**src/rtl/core/checksummed_frame_deframer_core_defines.svh**
```systemverilog
// Assertion macros shared by the deframer RTL.
`ifndef CHECKSUMMED_FRAME_DEFRAMER_CORE_DEFINES_SVH
`define CHECKSUMMED_FRAME_DEFRAMER_CORE_DEFINES_SVH

// Same-cycle implication, sampled on aclk, off while aresetn is low.
`define CFD_ASSERT_NOW(label, ante, cons, msg) \
    label: assert property (@(posedge aclk) disable iff (!aresetn) (ante) |-> (cons)) \
        else $error(msg);

// Next-cycle implication, sampled on aclk, off while aresetn is low.
`define CFD_ASSERT_NEXT(label, ante, cons, msg) \
    label: assert property (@(posedge aclk) disable iff (!aresetn) (ante) |=> (cons)) \
        else $error(msg);

`endif

```
**src/rtl/core/cfd_pkg.sv**
```systemverilog
`timescale 1ns / 1ps
`default_nettype none

package cfd_pkg;

    localparam int LEN_W = 16;

    localparam logic [7:0] START_BYTE = 8'h7E;
    localparam logic [7:0] SUM_GOOD   = 8'hFF;

    typedef enum logic [1:0] {
        STATUS_GOOD = 2'd0,
        STATUS_BAD  = 2'd1,
        STATUS_LONG = 2'd2
    } frame_status_t;

endpackage

`default_nettype wire

```
**src/rtl/core/cfd_apb_regs.sv**
```systemverilog
`timescale 1ns / 1ps
`default_nettype none

module cfd_apb_regs (
    input  wire logic                      aclk,
    input  wire logic                      aresetn,
    input  wire logic                      psel,
    input  wire logic                      penable,
    input  wire logic                      pwrite,
    input  wire logic [2:0]                paddr,
    input  wire logic [31:0]               pwdata,
    output logic      [31:0]               prdata,
    output logic                           pready,
    output logic      [cfd_pkg::LEN_W-1:0] max_payload_length
);
    import cfd_pkg::*;

    // Register index 0 sits at byte address 0; paddr[2] carries the index.
    localparam logic REG_MAX_LEN = 1'b0;

    logic [LEN_W-1:0] max_len_reg;
    logic             wr_en;

    assign pready = 1'b1;
    assign wr_en  = psel && penable && pwrite && pready && (paddr[2] == REG_MAX_LEN);

    always_ff @(posedge aclk) begin
        if (!aresetn) begin
            max_len_reg <= {LEN_W{1'b1}};
        end else if (wr_en) begin
            max_len_reg <= pwdata[LEN_W-1:0];
        end
    end

    always_comb begin
        prdata = 32'h0;
        if (paddr[2] == REG_MAX_LEN) begin
            prdata = {{(32-LEN_W){1'b0}}, max_len_reg};
        end
    end

    assign max_payload_length = max_len_reg;

endmodule

`default_nettype wire

```
**src/rtl/core/checksummed_frame_deframer_core.sv**
```systemverilog
`timescale 1ns / 1ps
`default_nettype none
//
//  Channel   Direction  Handshake          Payload
//  s_        in         s_valid/s_ready    s_rx_byte[7:0]
//  m_        out        m_valid/m_ready    m_payload_byte[7:0], m_payload_valid,
//                                          m_frame_end, m_frame_status[1:0]
//  APB       in         psel/penable       paddr[2:0], pwdata/prdata[31:0]
//
//  One byte per cycle while s_ready is high; a result appears on m_ in the cycle after the byte that causes it.
//  The frame phase, length, count and sum update in the cycle a byte is taken.
//  A single output register holds a result; s_ready is low only while it is full
//  and m_ready is low.
//  aresetn is synchronous and active low; it returns the block to hunting and
//  sets max_payload_length to 65535.

`include "checksummed_frame_deframer_core_defines.svh"

module checksummed_frame_deframer_core (
    input  wire logic        aclk,
    input  wire logic        aresetn,
    input  wire logic        s_valid,
    output logic             s_ready,
    input  wire logic [7:0]  s_rx_byte,
    output logic             m_valid,
    input  wire logic        m_ready,
    output logic      [7:0]  m_payload_byte,
    output logic             m_payload_valid,
    output logic             m_frame_end,
    output logic      [1:0]  m_frame_status,
    input  wire logic        psel,
    input  wire logic        penable,
    input  wire logic        pwrite,
    input  wire logic [2:0]  paddr,
    input  wire logic [31:0] pwdata,
    output logic      [31:0] prdata,
    output logic             pready
);
    import cfd_pkg::*;

    typedef enum logic [2:0] {
        PH_HUNT   = 3'd0,
        PH_LEN_HI = 3'd1,
        PH_LEN_LO = 3'd2,
        PH_DATA   = 3'd3,
        PH_CHECK  = 3'd4
    } phase_t;

    logic [LEN_W-1:0] max_len;

    phase_t           phase_reg, phase_next;
    logic [LEN_W-1:0] len_reg, len_next;
    logic [LEN_W-1:0] seen_reg, seen_next;
    logic [7:0]       sum_reg, sum_next;

    logic             m_valid_reg;
    logic [7:0]       m_payload_byte_reg;
    logic             m_payload_valid_reg;
    logic             m_frame_end_reg;
    frame_status_t    m_frame_status_reg;

    logic             accept;
    logic             res_valid;
    logic [7:0]       res_byte;
    logic             res_pvalid;
    logic             res_end;
    frame_status_t    res_status;
    logic [LEN_W-1:0] full_len;
    logic [LEN_W-1:0] seen_inc;
    logic [7:0]       sum_add;

    cfd_apb_regs u_regs (
        .aclk               (aclk),
        .aresetn            (aresetn),
        .psel               (psel),
        .penable            (penable),
        .pwrite             (pwrite),
        .paddr              (paddr),
        .pwdata             (pwdata),
        .prdata             (prdata),
        .pready             (pready),
        .max_payload_length (max_len)
    );

    assign s_ready  = !m_valid_reg || m_ready;
    assign accept   = s_valid && s_ready;

    assign full_len = {len_reg[LEN_W-1:8], s_rx_byte};
    assign seen_inc = seen_reg + {{(LEN_W-1){1'b0}}, 1'b1};
    assign sum_add  = sum_reg + s_rx_byte;

    always_comb begin
        phase_next = phase_reg;
        len_next   = len_reg;
        seen_next  = seen_reg;
        sum_next   = sum_reg;
        res_valid  = 1'b0;
        res_byte   = 8'h00;
        res_pvalid = 1'b0;
        res_end    = 1'b0;
        res_status = STATUS_GOOD;
        case (phase_reg)
            PH_LEN_HI: begin
                len_next   = {s_rx_byte, 8'h00};
                phase_next = PH_LEN_LO;
            end
            PH_LEN_LO: begin
                seen_next = '0;
                sum_next  = 8'h00;
                if (full_len > max_len) begin
                    // too long: close now and go back to hunting
                    phase_next = PH_HUNT;
                    len_next   = '0;
                    res_valid  = 1'b1;
                    res_end    = 1'b1;
                    res_status = STATUS_LONG;
                end else begin
                    len_next   = full_len;
                    phase_next = (full_len == '0) ? PH_CHECK : PH_DATA;
                end
            end
            PH_DATA: begin
                sum_next   = sum_add;
                seen_next  = seen_inc;
                if (seen_inc >= len_reg) begin
                    phase_next = PH_CHECK;
                end
                res_valid  = 1'b1;
                res_byte   = s_rx_byte;
                res_pvalid = 1'b1;
            end
            PH_CHECK: begin
                phase_next = PH_HUNT;
                len_next   = '0;
                seen_next  = '0;
                sum_next   = 8'h00;
                res_valid  = 1'b1;
                res_end    = 1'b1;
                res_status = (sum_add == SUM_GOOD) ? STATUS_GOOD : STATUS_BAD;
            end
            default: begin
                phase_next = (s_rx_byte == START_BYTE) ? PH_LEN_HI : PH_HUNT;
                len_next   = '0;
                seen_next  = '0;
                sum_next   = 8'h00;
            end
        endcase
    end

    always_ff @(posedge aclk) begin
        if (!aresetn) begin
            phase_reg   <= PH_HUNT;
            len_reg     <= '0;
            seen_reg    <= '0;
            sum_reg     <= 8'h00;
            m_valid_reg <= 1'b0;
        end else begin
            if (accept) begin
                phase_reg <= phase_next;
                len_reg   <= len_next;
                seen_reg  <= seen_next;
                sum_reg   <= sum_next;
            end
            if (accept && res_valid) begin
                m_valid_reg         <= 1'b1;
                m_payload_byte_reg  <= res_byte;
                m_payload_valid_reg <= res_pvalid;
                m_frame_end_reg     <= res_end;
                m_frame_status_reg  <= res_status;
            end else if (m_ready) begin
                // drop the word once taken
                m_valid_reg <= 1'b0;
            end
        end
    end

    assign m_valid         = m_valid_reg;
    assign m_payload_byte  = m_payload_byte_reg;
    assign m_payload_valid = m_payload_valid_reg;
    assign m_frame_end     = m_frame_end_reg;
    assign m_frame_status  = m_frame_status_reg;

    `CFD_ASSERT_NOW(a_data_not_end, m_valid_reg && m_payload_valid_reg,
        !m_frame_end_reg, "payload word also marks frame end")
    `CFD_ASSERT_NOW(a_status_only_at_end, m_valid_reg && !m_frame_end_reg,
        m_frame_status_reg == STATUS_GOOD, "status set on a word that is not frame end")
    `CFD_ASSERT_NEXT(a_data_emits, accept && (phase_reg == PH_DATA),
        m_valid_reg && m_payload_valid_reg, "payload byte taken but no word out")
    `CFD_ASSERT_NOW(a_count_in_range, phase_reg == PH_DATA,
        seen_reg < len_reg, "payload count reached length while still in data")

endmodule

`default_nettype wire

```
**config.mk**
```make
export PLATFORM = sky130hd
export DESIGN_NAME = checksummed_frame_deframer_core
export DESIGN_NICKNAME = d
export VERILOG_FILES = /design/src/rtl/core/cfd_pkg.sv /design/src/rtl/core/cfd_apb_regs.sv /design/src/rtl/core/checksummed_frame_deframer_core.sv
export VERILOG_INCLUDE_DIRS = /design/src /design/src/rtl/core
export SDC_FILE = /design/constraint.sdc
export NUM_CORES = 1
export LEC_CHECK = 0
export BUFFER_PORTS_ARGS = -buffer_cell sky130_fd_sc_hd__buf_2
export CAP_MARGIN = 20
export CORE_ASPECT_RATIO = 2
export CORE_UTILIZATION = 50
export CTS_CLUSTER_SIZE = 25
export DETAILED_ROUTE_END_ITERATION = 10
export PLACE_DENSITY_LB_ADDON = 0.2
export SYNTH_ARGS = -nofsm -noshare
export SYNTH_HDL_FRONTEND = slang
export SYNTH_SLANG_ARGS = --single-unit
```
**constraint.sdc**
```tcl
create_clock -name aclk -period 4.1 [get_ports aclk]
set_input_delay 1.025 -clock aclk [delete_from_list [all_inputs] [get_ports aclk]]
set_output_delay 1.025 -clock aclk [all_outputs]
set_load 0.01 [all_outputs]
```
# Word level (Yosys, flattened, before mapping)
# Cells that the tools add are included.
[totals] register_bits=72 output_inout_bits=47
[op_classes] n_addsub=2 n_lt_le_gt_ge=2 n_eq_ne=8 n_mux=19 n_bitwise=3 n_reduce_logical=15
[op_table] cell="$pmux 16 s3" n=1
[op_table] cell="$mux 16" n=2
[op_table] cell="$pmux 16 s2" n=1
[op_table] cell="$add 16x1->16 const B" n=1
[op_table] cell="$ge 16x16->1" n=1
[op_table] cell="$gt 16x16->1" n=1
[op_table] cell="$logic_not 16->1" n=1
[op_table] cell="$pmux 8 s2" n=1
[op_table] cell="$pmux 3 s4" n=1
[op_table] cell="$mux 3" n=3
[op_table] cell="$add 8x8->8" n=1
[op_table] cell="$eq 8x7->1 const B" n=1
[op_table] cell="$eq 8x8->1 const B" n=1
[op_table] cell="$reduce_and 2->1" n=4
[op_table] cell="$eq 3x2->1 const B" n=2
[op_table] cell="$mux 1" n=6
[op_table] cell="$logic_and 1x1->1" n=5
[op_table] cell="$ne 2x2->1 const B" n=2
[op_table] cell="$pmux 1 s2" n=2
[op_table] cell="$pmux 2 s2" n=1
[op_table] cell="$eq 3x1->1 const B" n=1
[op_table] cell="$eq 3x3->1 const B" n=1
[op_table] cell="$not 1->1" n=3
[op_table] cell="$reduce_and 3->1" n=1
[op_table] cell="5 further kinds" n=5

# Depth between registers and ports, before layout
# Gate-level depths: netlist (run 1).
[logic_depth] word_depth=5 ltp_mapped=12

# Hierarchy
# A second synthesis (run 1) with hierarchy kept.
[unflattened] cells_unflattened=521 hier_area_um2=4658.2
[by_module_without_submodules] mod="checksummed_frame_deframer_core" instances=1 cells_per_inst=415 area_each_um2=3671.0
[by_module_without_submodules] mod="cfd_apb_regs" instances=1 cells_per_inst=106 area_each_um2=987.2

# Worst setup path before layout (run 1)
# Ideal clock, no wire load.
[synth_timing] path_type="input to register" startpoint="input s_rx_byte[1]" endpoint="register m_frame_end_reg, in the netlist m_frame_end (enable)" setup_ps=386 arrival_time_ps=2962 required_time_ps=3714 setup_slack_ps=752 path_stages=8 path_buffers=1 cell_sequence="ha_1 nor2b_1 o211ai_1 a2111oi_2 a2111oi_2 or2_4 buf_6 o22ai_1"
[synth_between] elab_chain_cells=5
[synth_rtl] element="start, declared" line_no="checksummed_frame_deframer_core.sv:24" text="input wire logic [7:0] s_rx_byte,"
[synth_rtl] element="$gt 16x16->1" line_no="checksummed_frame_deframer_core.sv:110" text="if (full_len > max_len) begin"
[synth_rtl] element="$mux 1" line_no="checksummed_frame_deframer_core.sv:110"
[synth_rtl] element="$pmux 1 s2" line_no="checksummed_frame_deframer_core.sv:102" text="case (phase_reg)"
[synth_rtl] element="$logic_and 1x1->1" line_no="checksummed_frame_deframer_core.sv:164" text="if (accept && res_valid) begin"
[synth_rtl] element="$reduce_and 2->1 (no source line)"
[synth_rtl] element="end signal, assigned" line_no="checksummed_frame_deframer_core.sv:168" text="m_frame_end_reg <= res_end;"
[synth_rtl] element="end, declared" line_no="checksummed_frame_deframer_core.sv:59" text="logic m_frame_end_reg;"
# No other way between the ends.
# A chain may end at the register's enable or synchronous reset.

# Worst setup path after layout (run 1)
[layout_timing] startpoint="register seen_reg[0]" endpoint="register phase_reg[2]"
[layout_between] elab_chain_cells=4
[layout_rtl] element="start, declared" line_no="checksummed_frame_deframer_core.sv:53" text="logic [LEN_W-1:0] seen_reg, seen_next;"
[layout_rtl] element="start signal, assigned" line_no="checksummed_frame_deframer_core.sv:161" text="seen_reg <= seen_next;"
[layout_rtl] element="$add 16x1->16" line_no="checksummed_frame_deframer_core.sv:89" text="assign seen_inc = seen_reg + {{(LEN_W-1){1'b0}}, 1'b1};"
[layout_rtl] element="$ge 16x16->1" line_no="checksummed_frame_deframer_core.sv:125" text="if (seen_inc >= len_reg) begin"
[layout_rtl] element="$ne 2x2->1 (no source line)"
[layout_rtl] element="$reduce_and 2->1 (no source line)"
[layout_rtl] element="end signal, assigned" line_no="checksummed_frame_deframer_core.sv:159" text="phase_reg <= phase_next;"
[layout_rtl] element="end, declared" line_no="checksummed_frame_deframer_core.sv:51" text="phase_t phase_reg, phase_next;"
# No other way between the ends.

==> results of run 1 <==
-- worst reg2reg max path, delay by kind of cell, from the launching register on --
kind,cells,cell delay [ns]
buffers and inverters,1,0.22
AOI/OAI and AO/OA,3,0.85
xor gates and xnor gates,1,0.21
adders and majority gates,2,0.51
and+or+nand+nor,5,1.03
DFF,1,0.42
-- per-layer routing --
metal | vias to the layer above | part of all wire | track usage
met5 | - | 0 | 0
met4 | 0 | 0.063 | 0.2025
met3 | 42 | 0.044 | 0.05187
met2 | 124 | 0.54 | 0.4542
met1 | 1812 | 0.35 | 0.2488
li1 | 1899 | - | -
-- synthesized netlist by cell type (all sizes together) (3+ instances only) --
master,instances
clkbuf,18
a22oi,11
o211ai,18
o21ai,17
a31oi,5
inv,38
xnor2,11
a21oi,27
a21o,5
nor3,7
a32o,8
a22o,8
nand2,42
buf,22
nand2b,4
nor2,52
a2111oi,3
nand3,13
edfxtp,12
nand4,5
dfxtp,60
ha,40
xor2,11
and3,13
a31o,9
nor4,10
-- per-stage QoR --
step / hold slack [ns] / cell area [sq um]
finish: 0.4700 / 5026
global route: 0.4853 / 5026
CTS: 0.4732 / 5019
detailed placement: 0.4594 / 4720
global placement: 0.4504 / 4720
floorplan: 0.4419 / 4422
-- area by class of cell --
cell class | count | area (sq um) | area share
multi-input combinational | 366 | 2479 | 0.4932
clock buffer | 10 | 229.0 | 0.04556
inverter | 39 | 146.4 | 0.02913
tap | 98 | 122.6 | 0.02440
clock inverter | 6 | 70.07 | 0.01394
sequential | 72 | 1562 | 0.3107
timing repair buffer | 76 | 417.9 | 0.08315
-- report_power, final --
group          switching (uW)  internal, uW
clock network             309           473
registers                9.80           732
logic                     116          66.6
-- cells by family after synthesis --
kind of cell,count (synthesis)
simple gates,160
fa+ha+maj,41
flops,72
buf+inv,79
other cells,2
compound gates,126
xor+xnor,22
-- layout by cell type, fill, tap and decap left out, types with 3 or more instances in the layout --
cell	n
buf_4	15
clkbuf_16	9
o211ai_1	18
nand3_1	11
xnor2_1	11
nand2b_1	4
o21ai_0	17
dfxtp_1	60
a32o_1	8
a21oi_1	27
xor2_1	11
inv_1	38
a22o_1	8
a31oi_1	5
nand4_1	5
a31o_2	6
conb_1	17
ha_1	40
edfxtp_1	12
a31o_1	3
nor4_1	9
a21o_1	5
and3_1	12
buf_2	61
clkinvlp_4	3
nor2_1	52
nor3_1	7
a22oi_1	11
nand2_1	42
-- worst paths after layout --
path	startpoint	end	slack (ns)	depth (start not counted)
max reg2reg	seen_reg[0]$_SDFFE_PN0P_	phase_reg[2]$_SDFFE_PN0P_	0.76	12
max	seen_reg[0]$_SDFFE_PN0P_	phase_reg[2]$_SDFFE_PN0P_	0.76	12
min	len_reg[1]$_SDFFE_PN0P_	len_reg[1]$_SDFFE_PN0P_	0.47	1
min reg2reg	len_reg[1]$_SDFFE_PN0P_	len_reg[1]$_SDFFE_PN0P_	0.47	1
==> impl_metrics.tcl, run 1 <==
set metrics [dict create \
    cts_resized 0 \
    status "complete, no violations" \
    grt_pass1_vias 3791 \
    fmax_mhz 299.4 \
    maxCapViolCount 0 \
    slowest_stage "a2111oi_0" \
    fin_crit_ns 3.340 \
    layout.nets 655 \
    hold_viol 0 \
    min_path_type "flip-flop to flip-flop" \
    grt_setup_unrepaired "no" \
    track_usage 0.2599 \
    insertedDiodeCount 0 \
    synth_compound_area_frac 0.2061 \
    portBuffers 61 \
    setup_viol 0 \
    p_leak_uw 0.002328 \
    crit_type "flip-flop to flip-flop" \
    grt_pass1_wl_um 17650 \
    power_density_nw_per_um2 339.6 \
    initial_utilization 0.5228 \
    finalPower_uw 1707 \
    yosysWarnings 0 \
    drv_slew 0 \
    worstPathMaxFanout 6 \
    cts-buffers-inserted 9 \
    ys_dominant_reg_cell "dfxtp_1" \
    yosys.area_share.simple 0.1837 \
    synth-adder-area-share 0.1192 \
    synth_mux_area_frac 0 \
    routed_via_density 5.813 \
    hpwl_um 8556 \
    slowest_delay_ns 0.52 \
    syn2layout_area_growth_pct 15.13 \
    overflow 0 \
    finish.utilization 0.6019 \
    instances_no_fill 667 \
    first_pass_iters 4 \
    setup_ws_ns 0.7600 \
    critPathTopFamily "simple AND/OR/NAND/NOR gates" \
    antenna_found_initial 0 \
    ant_nets 0 \
    wl_per_cell_um 16.71 \
    drc 0 \
    crit_buf_inv 1 \
    synth_top_family_by_area "compound AO/OA/AOI/OAI gates" \
    finalSetupTns_ns 0 \
    synthCells 502 \
    gp_congestion 0.8368 \
    ys_top_cells_by_area "dfxtp_1, ha_1, edfxtp_1" \
    wl_um 11150 \
    clock_latency_ns 0.34 \
    num_io_pins 97 \
    tightestPinTransition_ns 1.021 \
    start_kind "flip-flop" \
    htreeDepth 3 \
    synthArstFlopShare 0 \
    grt_max_degree 33 \
    cts_setup_buffers 0 \
    yosysTopAreaCellShare 0.2752 \
    cts_sinks 72 \
    die_w_um 68.07 \
    post-place-ws_ns 0.3676 \
    seq_area_frac_synth 0.3577 \
    cts.clk_slew.worst_paths_ns 0.06 \
    cts_tree "yes" \
    row_count 47 \
    synthesis.area_sq_um 4365 \
    ys_ff_latch 72 \
    cp_data_required_time_ns 4.33 \
    worstPathCellList "ha_1 -> nand2_1 -> nor3_1 -> nand3_1 -> xnor2_1 -> ha_1 -> nand2_1 -> nor2_1 -> a2111oi_0 -> buf_4 -> a31oi_1 -> o22a_1" \
    synth.avg_cell_area_sq_um 8.696 \
    ir_worst_vdd_uv 241.6 \
    die_h_um 134.1 \
    yosys.area_share.xor_xnor 0.04414 \
    fin_skew_ns 0.005932 \
    drtIter0Drc 190 \
    synth_edf_count 12 \
    dp.cells 650 \
    synth.distinct_cells 58 \
    hold_buffers 0 \
    dieArea_sq_um 9131 \
    clockBufferDepth 2 \
    root_buffer "clkbuf_16" \
    fillCellCount 764 \
    slew-limit-headroom 0.3186 \
    cp-end-kind "flip-flop" \
    drive_gt1_frac 0.1898 \
    via_count 3877 \
    synth_largest_area_cell "dfxtp_1" \
    timing.final.crit_share 0.8146 \
    core_sq_um 8351 \
    cp.arrival_ns 3.57 \
]
(Power assumes the default switching activity.)
==> run 2: changes to the inputs <==
Settings changed: ABC_AREA set to 1.
Clock period 4.1 ns to 3.05 ns, I/O delays scaled along.
==> run 2 against run 1 <==
Clock skew up 0.00069 ns. Clock power up 29%. Final area up 0.52%. First-iteration DRC count up 40%. Worst setup slack worse by 0.56 ns. Combinational power up 11%. Sequential power up 33%. Synthesized cell count up 21%. Core utilization down 1.4 points. Critical endpoint is now phase_reg[1]$_SDFFE_PN0P_. Die area up 1.5%. Highest routed layer unchanged.
==> impl_metrics.tcl, run 2 <==
set metrics [dict create \
    drv_slew 0 \
    hold_viol 0 \
    fin_skew_ns 0.006624 \
    rr_startpoint "seen_reg[2]$_SDFFE_PN0P_" \
    grt_setup_unrepaired "no" \
    die_w_um 68.58 \
    ys_dominant_reg_cell "dfxtp_1" \
    pwr-share-seq 0.447 \
    antenna_found_initial 0 \
    grt_pass1_vias 3861 \
    ir_worst_vdd_uv 305.8 \
    finish.utilization 0.5883 \
    drc 0 \
    final_common_cell "nand2_1" \
    routed_via_density 5.223 \
    timing.final.crit_share 0.9343 \
    ant_nets 0 \
    finalPower_uw 2202 \
    post-place-ws_ns 0.1348 \
    fin_crit_ns 2.850 \
    via_count 4037 \
    htreeDepth 3 \
    insertedDiodeCount 0 \
    cp_data_required_time_ns 3.24 \
    clock_latency_ns 0.33 \
    ys_top_cells_by_area "dfxtp_1, nand2_1, ha_1" \
    drive_gt1_frac 0.1590 \
    die_h_um 135.2 \
    power_density_nw_per_um2 435.8 \
    synth.avg_cell_area_sq_um 7.279 \
    num_io_pins 97 \
    initial_utilization 0.5162 \
    layout.nets 760 \
    cts.clk_slew.worst_paths_ns 0.06 \
    dieArea_sq_um 9269 \
    crit_type "flip-flop to flip-flop" \
    overflow 0 \
    synth_common_cells "nand2_1, inv_1, a21oi_1, dfxtp_1, nor2_1" \
    p_leak_uw 0.002464 \
    ys_ff_latch 72 \
    internal-power_uw 1667 \
    synth_edf_count 12 \
    final_cell_mix "nand2_1, inv_1, buf_2" \
    core_sq_um 8588 \
    syn2layout_area_growth_pct 13.97 \
    clockPowerShare 0.460 \
    synthArstFlopShare 0 \
    cts_tree "yes" \
    row_count 48 \
    synth_largest_area_cell "dfxtp_1" \
    yosysTopAreaCellShare 0.2710 \
    cp-end-kind "flip-flop" \
    cts_sinks 72 \
    synth.distinct_cells 37 \
    slew-limit-headroom 0.6262 \
    clockBufferDepth 2 \
    portBuffers 61 \
    synthCells 609 \
    netSwitchingFraction 0.2427 \
    setup_ws_ns 0.2003 \
    yosysWarnings 0 \
    wl_per_cell_um 14.31 \
    worstPathMaxFanout 5 \
    seq_area_frac_synth 0.3522 \
    first_pass_iters 4 \
    root_buffer "clkbuf_16" \
    synthesis.area_sq_um 4433 \
    fillCellCount 780 \
    drtIter0Drc 266 \
    cts-buffers-inserted 9 \
    tightestPinTransition_ns 0.5565 \
    grt_pass1_wl_um 17800 \
    gp_congestion 0.8448 \
    fmax_mhz 350.9 \
    wl_um 11060 \
    finalSetupTns_ns 0 \
    min_from "len_reg[3]$_SDFFE_PN0P_" \
    pwr-share-comb 0.093 \
    setup_viol 0 \
    hpwl_um 8517 \
    min_path_type "flip-flop to flip-flop" \
    synth_most_common_cell "nand2_1" \
    grt_max_degree 43 \
    track_usage 0.2619 \
    start_kind "flip-flop" \
    maxCapViolCount 0 \
    status "complete, no violations" \
    p_switching_uw 534.4 \
    cp.arrival_ns 3.04 \
    worstSetupStartpoint "seen_reg[2]$_SDFFE_PN0P_" \
]
[run 2: repair_timing]
item                       4_1_cts  5_1_grt
hold endpoints to repair         0        0
setup buffers                    0        2
resized for setup                0        3
hold buffers                     0        0
setup endpoints to repair        0        3
[run 2: per-stage QoR]
step	area (sq um)	std cells	hold slack (ns)
after floorplan	4489	624	0.4400
after global placement	4752	756	0.4496
after detailed placement	4752	756	0.4568
after CTS	5032	771	0.4655
after global routing	5052	773	0.4882
final	5052	773	0.4644
[run 2: cells by family (layout without fill, tap and decap cells)]
| kind of cell | count (synthesis) | in the layout | synth area share |
|---|---|---|---|
| flops | 72 | 72 | 0.3522 |
| other cells | 2 | 17 | 0.001694 |
| buf+inv | 121 | 170 | 0.1208 |
| simple gates | 271 | 271 | 0.2642 |
| compound gates | 84 | 84 | 0.1064 |
| fa+ha+maj | 41 | 41 | 0.1174 |
| xor+xnor | 18 | 18 | 0.03726 |
[run 2: power groups by stage]
stage	registers, uW	clock network, uW	logic (uW)
finish	985	1010	204
floorplan	1000	0	147
detailed placement	1010	0	202
global placement	1000	0	196
global route	985	1070	228
CTS	985	1030	203
[run 2: worst paths after layout]
kind	endpoint	slack (ns)	cells after the start
max	phase_reg[1]$_SDFFE_PN0P_	0.20	18
min	len_reg[3]$_SDFFE_PN0P_	0.46	2
max reg2reg	phase_reg[1]$_SDFFE_PN0P_	0.20	18
min reg2reg	len_reg[3]$_SDFFE_PN0P_	0.46	2
[run 2: metal layers]
layer  track usage  part of all wire
met1        0.2717              0.37
met2        0.4749              0.57
met3       0.04040             0.027
met4        0.1412             0.035
met5             0                 0
[run 2: critical path, stage by stage (launching register included)]
cell and delay, ns:
dfxtp_2 0.37, nand3_2 0.14, nor3_4 0.31, nand3_4 0.14
nor3_4 0.16, nand2_1 0.07, nand2_1 0.08, and2_1 0.16
ha_1 0.25, nand2_1 0.08, inv_1 0.04, o21ai_0 0.15
nand2_1 0.08, nor2_1 0.19, nand4_1 0.16, nand2_2 0.15
inv_1 0.07, nand2_1 0.07, a21oi_1 0.06
[run 2: area by class of cell]
class | count | area (sq um) | area share
Multi-Input combinational cell | 431 | 2397 | 0.4745
Sequential cell | 72 | 1564 | 0.3096
Timing Repair Buffer | 68 | 357.8 | 0.07083
Inverter | 87 | 327.8 | 0.06488
Clock buffer | 11 | 232.7 | 0.04606
Tap cell | 100 | 125.1 | 0.02476
Clock inverter | 4 | 47.55 | 0.009411
==> run 3: changes to the inputs <==
Settings changed: CELL_PAD_IN_SITES_DETAIL_PLACEMENT set to 2, CELL_PAD_IN_SITES_GLOBAL_PLACEMENT set to 2, CORE_UTILIZATION 50 to 27.
==> run 3 against run 2 <==
Via count increased by 2.5%. Clock-buffer cell count increased by 2. Sequential cell count unchanged. Die area is 83% higher. Hold slack improved by 0.0060 ns. Combinational power is 7% higher. Power increased by 10%. Critical path depth is the same. Sequential share of layout area is 1.4 points lower. First-iteration DRC count is 81% lower. Sequential power about the same. Largest cell class unchanged.
==> impl_metrics.tcl, run 3 (synthesis gave the netlist of run 2 again) <==
set metrics [dict create \
    status "complete, no violations" \
    setup.worst_path.end "phase_reg[2]$_SDFFE_PN0P_" \
    core_sq_um 15940 \
    fin_crit_ns 2.728 \
    cts_tree "yes" \
    syn2layout_area_growth_pct 19.19 \
    netSwitchingFraction 0.2381 \
    wl_um 14300 \
    cp_data_required_time_ns 3.32 \
    layout.nets 764 \
    final_common_cell "nand2_1" \
    fmax_mhz 366.6 \
    hpwl_um 11700 \
    hold_viol 0 \
    cp.arrival_ns 3.00 \
    placed_cell_area_sq_um 4916 \
    timing.final.crit_share 0.8943 \
    grt_max_degree 43 \
    reg2reg_depth 18 \
    drive_gt1_frac 0.1728 \
    initial_utilization 0.2781 \
    portBuffers 61 \
    ir_worst_vdd_uv 208.3 \
    min_from "len_reg[6]$_SDFFE_PN0P_" \
    min_path_type "flip-flop to flip-flop" \
    fillCellCount 1963 \
    maxCapViolCount 0 \
    grt_pass1_vias 4472 \
    cts_sinks 72 \
    first_pass_iters 3 \
    start_kind "flip-flop" \
    pwr-share-comb 0.090 \
    worstSetupStartpoint "seen_reg[0]$_SDFFE_PN0P_" \
    gp_congestion 0.8001 \
    slew-limit-headroom 0.6241 \
    pwr-share-seq 0.406 \
    post-place-ws_ns 0.07504 \
    htreeDepth 3 \
    dp.cells 862 \
    design_area_sq_um 5284 \
    final_cell_mix "nand2_1, inv_1, buf_2" \
    dieArea_sq_um 16970 \
    drtIter0Drc 50 \
    cp-end-kind "flip-flop" \
    hold_buffers 0 \
    p_switching_uw 576.6 \
    instances_no_fill 878 \
    wl_per_cell_um 16.29 \
    power_density_nw_per_um2 458.3 \
    p_leak_uw 0.002516 \
    finalPower_uw 2422 \
    fin_skew_ns 0.005053 \
    r2r_end "phase_reg[2]$_SDFFE_PN0P_" \
    die_w_um 92.61 \
    overflow 0 \
    row_count 65 \
    track_usage 0.1773 \
    grt_pass1_wl_um 22710 \
    ant_nets 0 \
    antenna_found_initial 0 \
    routed_via_density 4.712 \
    tightestPinTransition_ns 0.5596 \
    clock_latency_ns 0.34 \
    rr_startpoint "seen_reg[0]$_SDFFE_PN0P_" \
    drc 0 \
    cts-buffers-inserted 9 \
    clockPowerShare 0.503 \
    setup_ws_ns 0.3223 \
    crit_type "flip-flop to flip-flop" \
    num_io_pins 97 \
    finalSetupTns_ns 0 \
    internal-power_uw 1845 \
    setup_viol 0 \
    ff2ff_setup_slack_ns 0.32 \
    die_h_um 183.2 \
    insertedDiodeCount 0 \
    drv_slew 0 \
    worstPathMaxFanout 5 \
    root_buffer "clkbuf_16" \
    clockBufferDepth 2 \
    cts.clk_slew.worst_paths_ns 0.06 \
    via_count 4137 \
]
-- run 3: cell count changes in the layout (fill, tap and decap cells not counted), sizes merged --
cell	delta
buf	+4
clkbuf	+2
clkinv	-2
bufinv	+1
clkinvlp	-1
-- run 3: per-stage QoR --
stage               hold WS [ns]  utilization
global route              0.4807       0.3315
finish                    0.4704       0.3315
floorplan                 0.4400            -
CTS                       0.4749       0.3297
detailed placement        0.4655       0.3084
global placement          0.4514       0.3084
-- run 3: power by group through the flow --
stage / sequential (uW) / combinational, uW / clock [uW]
final: 984 / 219 / 1220
after global routing: 985 / 247 / 1280
after floorplan: 1000 / 147 / 0
after CTS: 984 / 224 / 1250
after global placement: 1000 / 213 / 0
after detailed placement: 1000 / 223 / 0
-- run 3: metal layers --
metal	GRT usage	wire length, um	up-vias
met5	0	0	-
met4	0.09188	537	0
met2	0.3594	8450	66
met3	0.02612	337	25
met1	0.1630	4978	2004
li1	-	-	2042
-- run 3: layout make-up --
type / instances / area, sq um / share of cell area
clock buffers: 13 / 280.3 / 0.05304
repair buffers: 72 / 387.9 / 0.07341
clock inverters: 2 / 60.06 / 0.01137
well taps: 201 / 251.5 / 0.04760
multi-input cells: 431 / 2412 / 0.4565
inverters: 87 / 327.8 / 0.06204
flip-flops and latches: 72 / 1564 / 0.2960
-- run 3: repair_timing --
action                     4_1_cts  5_1_grt
setup endpoints to repair        0        3
resized for setup                0        8
setup buffers                    0        1
-- run 3: how the worst min path moves through the flow --
stage | end | slack [ns] | cells after the start
after floorplan | seen_reg[4]$_SDFFE_PN0P_ | 0.44 | 2
after global placement | seen_reg[4]$_SDFFE_PN0P_ | 0.45 | 2
after detailed placement | len_reg[6]$_SDFFE_PN0P_ | 0.47 | 2
after CTS | len_reg[6]$_SDFFE_PN0P_ | 0.47 | 2
after global routing | seen_reg[4]$_SDFFE_PN0P_ | 0.48 | 2
final | len_reg[6]$_SDFFE_PN0P_ | 0.47 | 2
-- run 3: critical path, cell delays in order (launching register included) --
cell and delay [ns]:
dfxtp_2 0.38, ha_1 0.19, nand3_1 0.17, inv_2 0.12
nand2_1 0.10, nor2_4 0.13, nand4_1 0.12, and2_1 0.21
ha_1 0.27, nand2_1 0.05, inv_1 0.06, nand3_1 0.12
a21oi_1 0.20, nor2_2 0.07, nand4_1 0.12, nand2_2 0.10
inv_1 0.08, nand2_1 0.05, a21oi_1 0.12
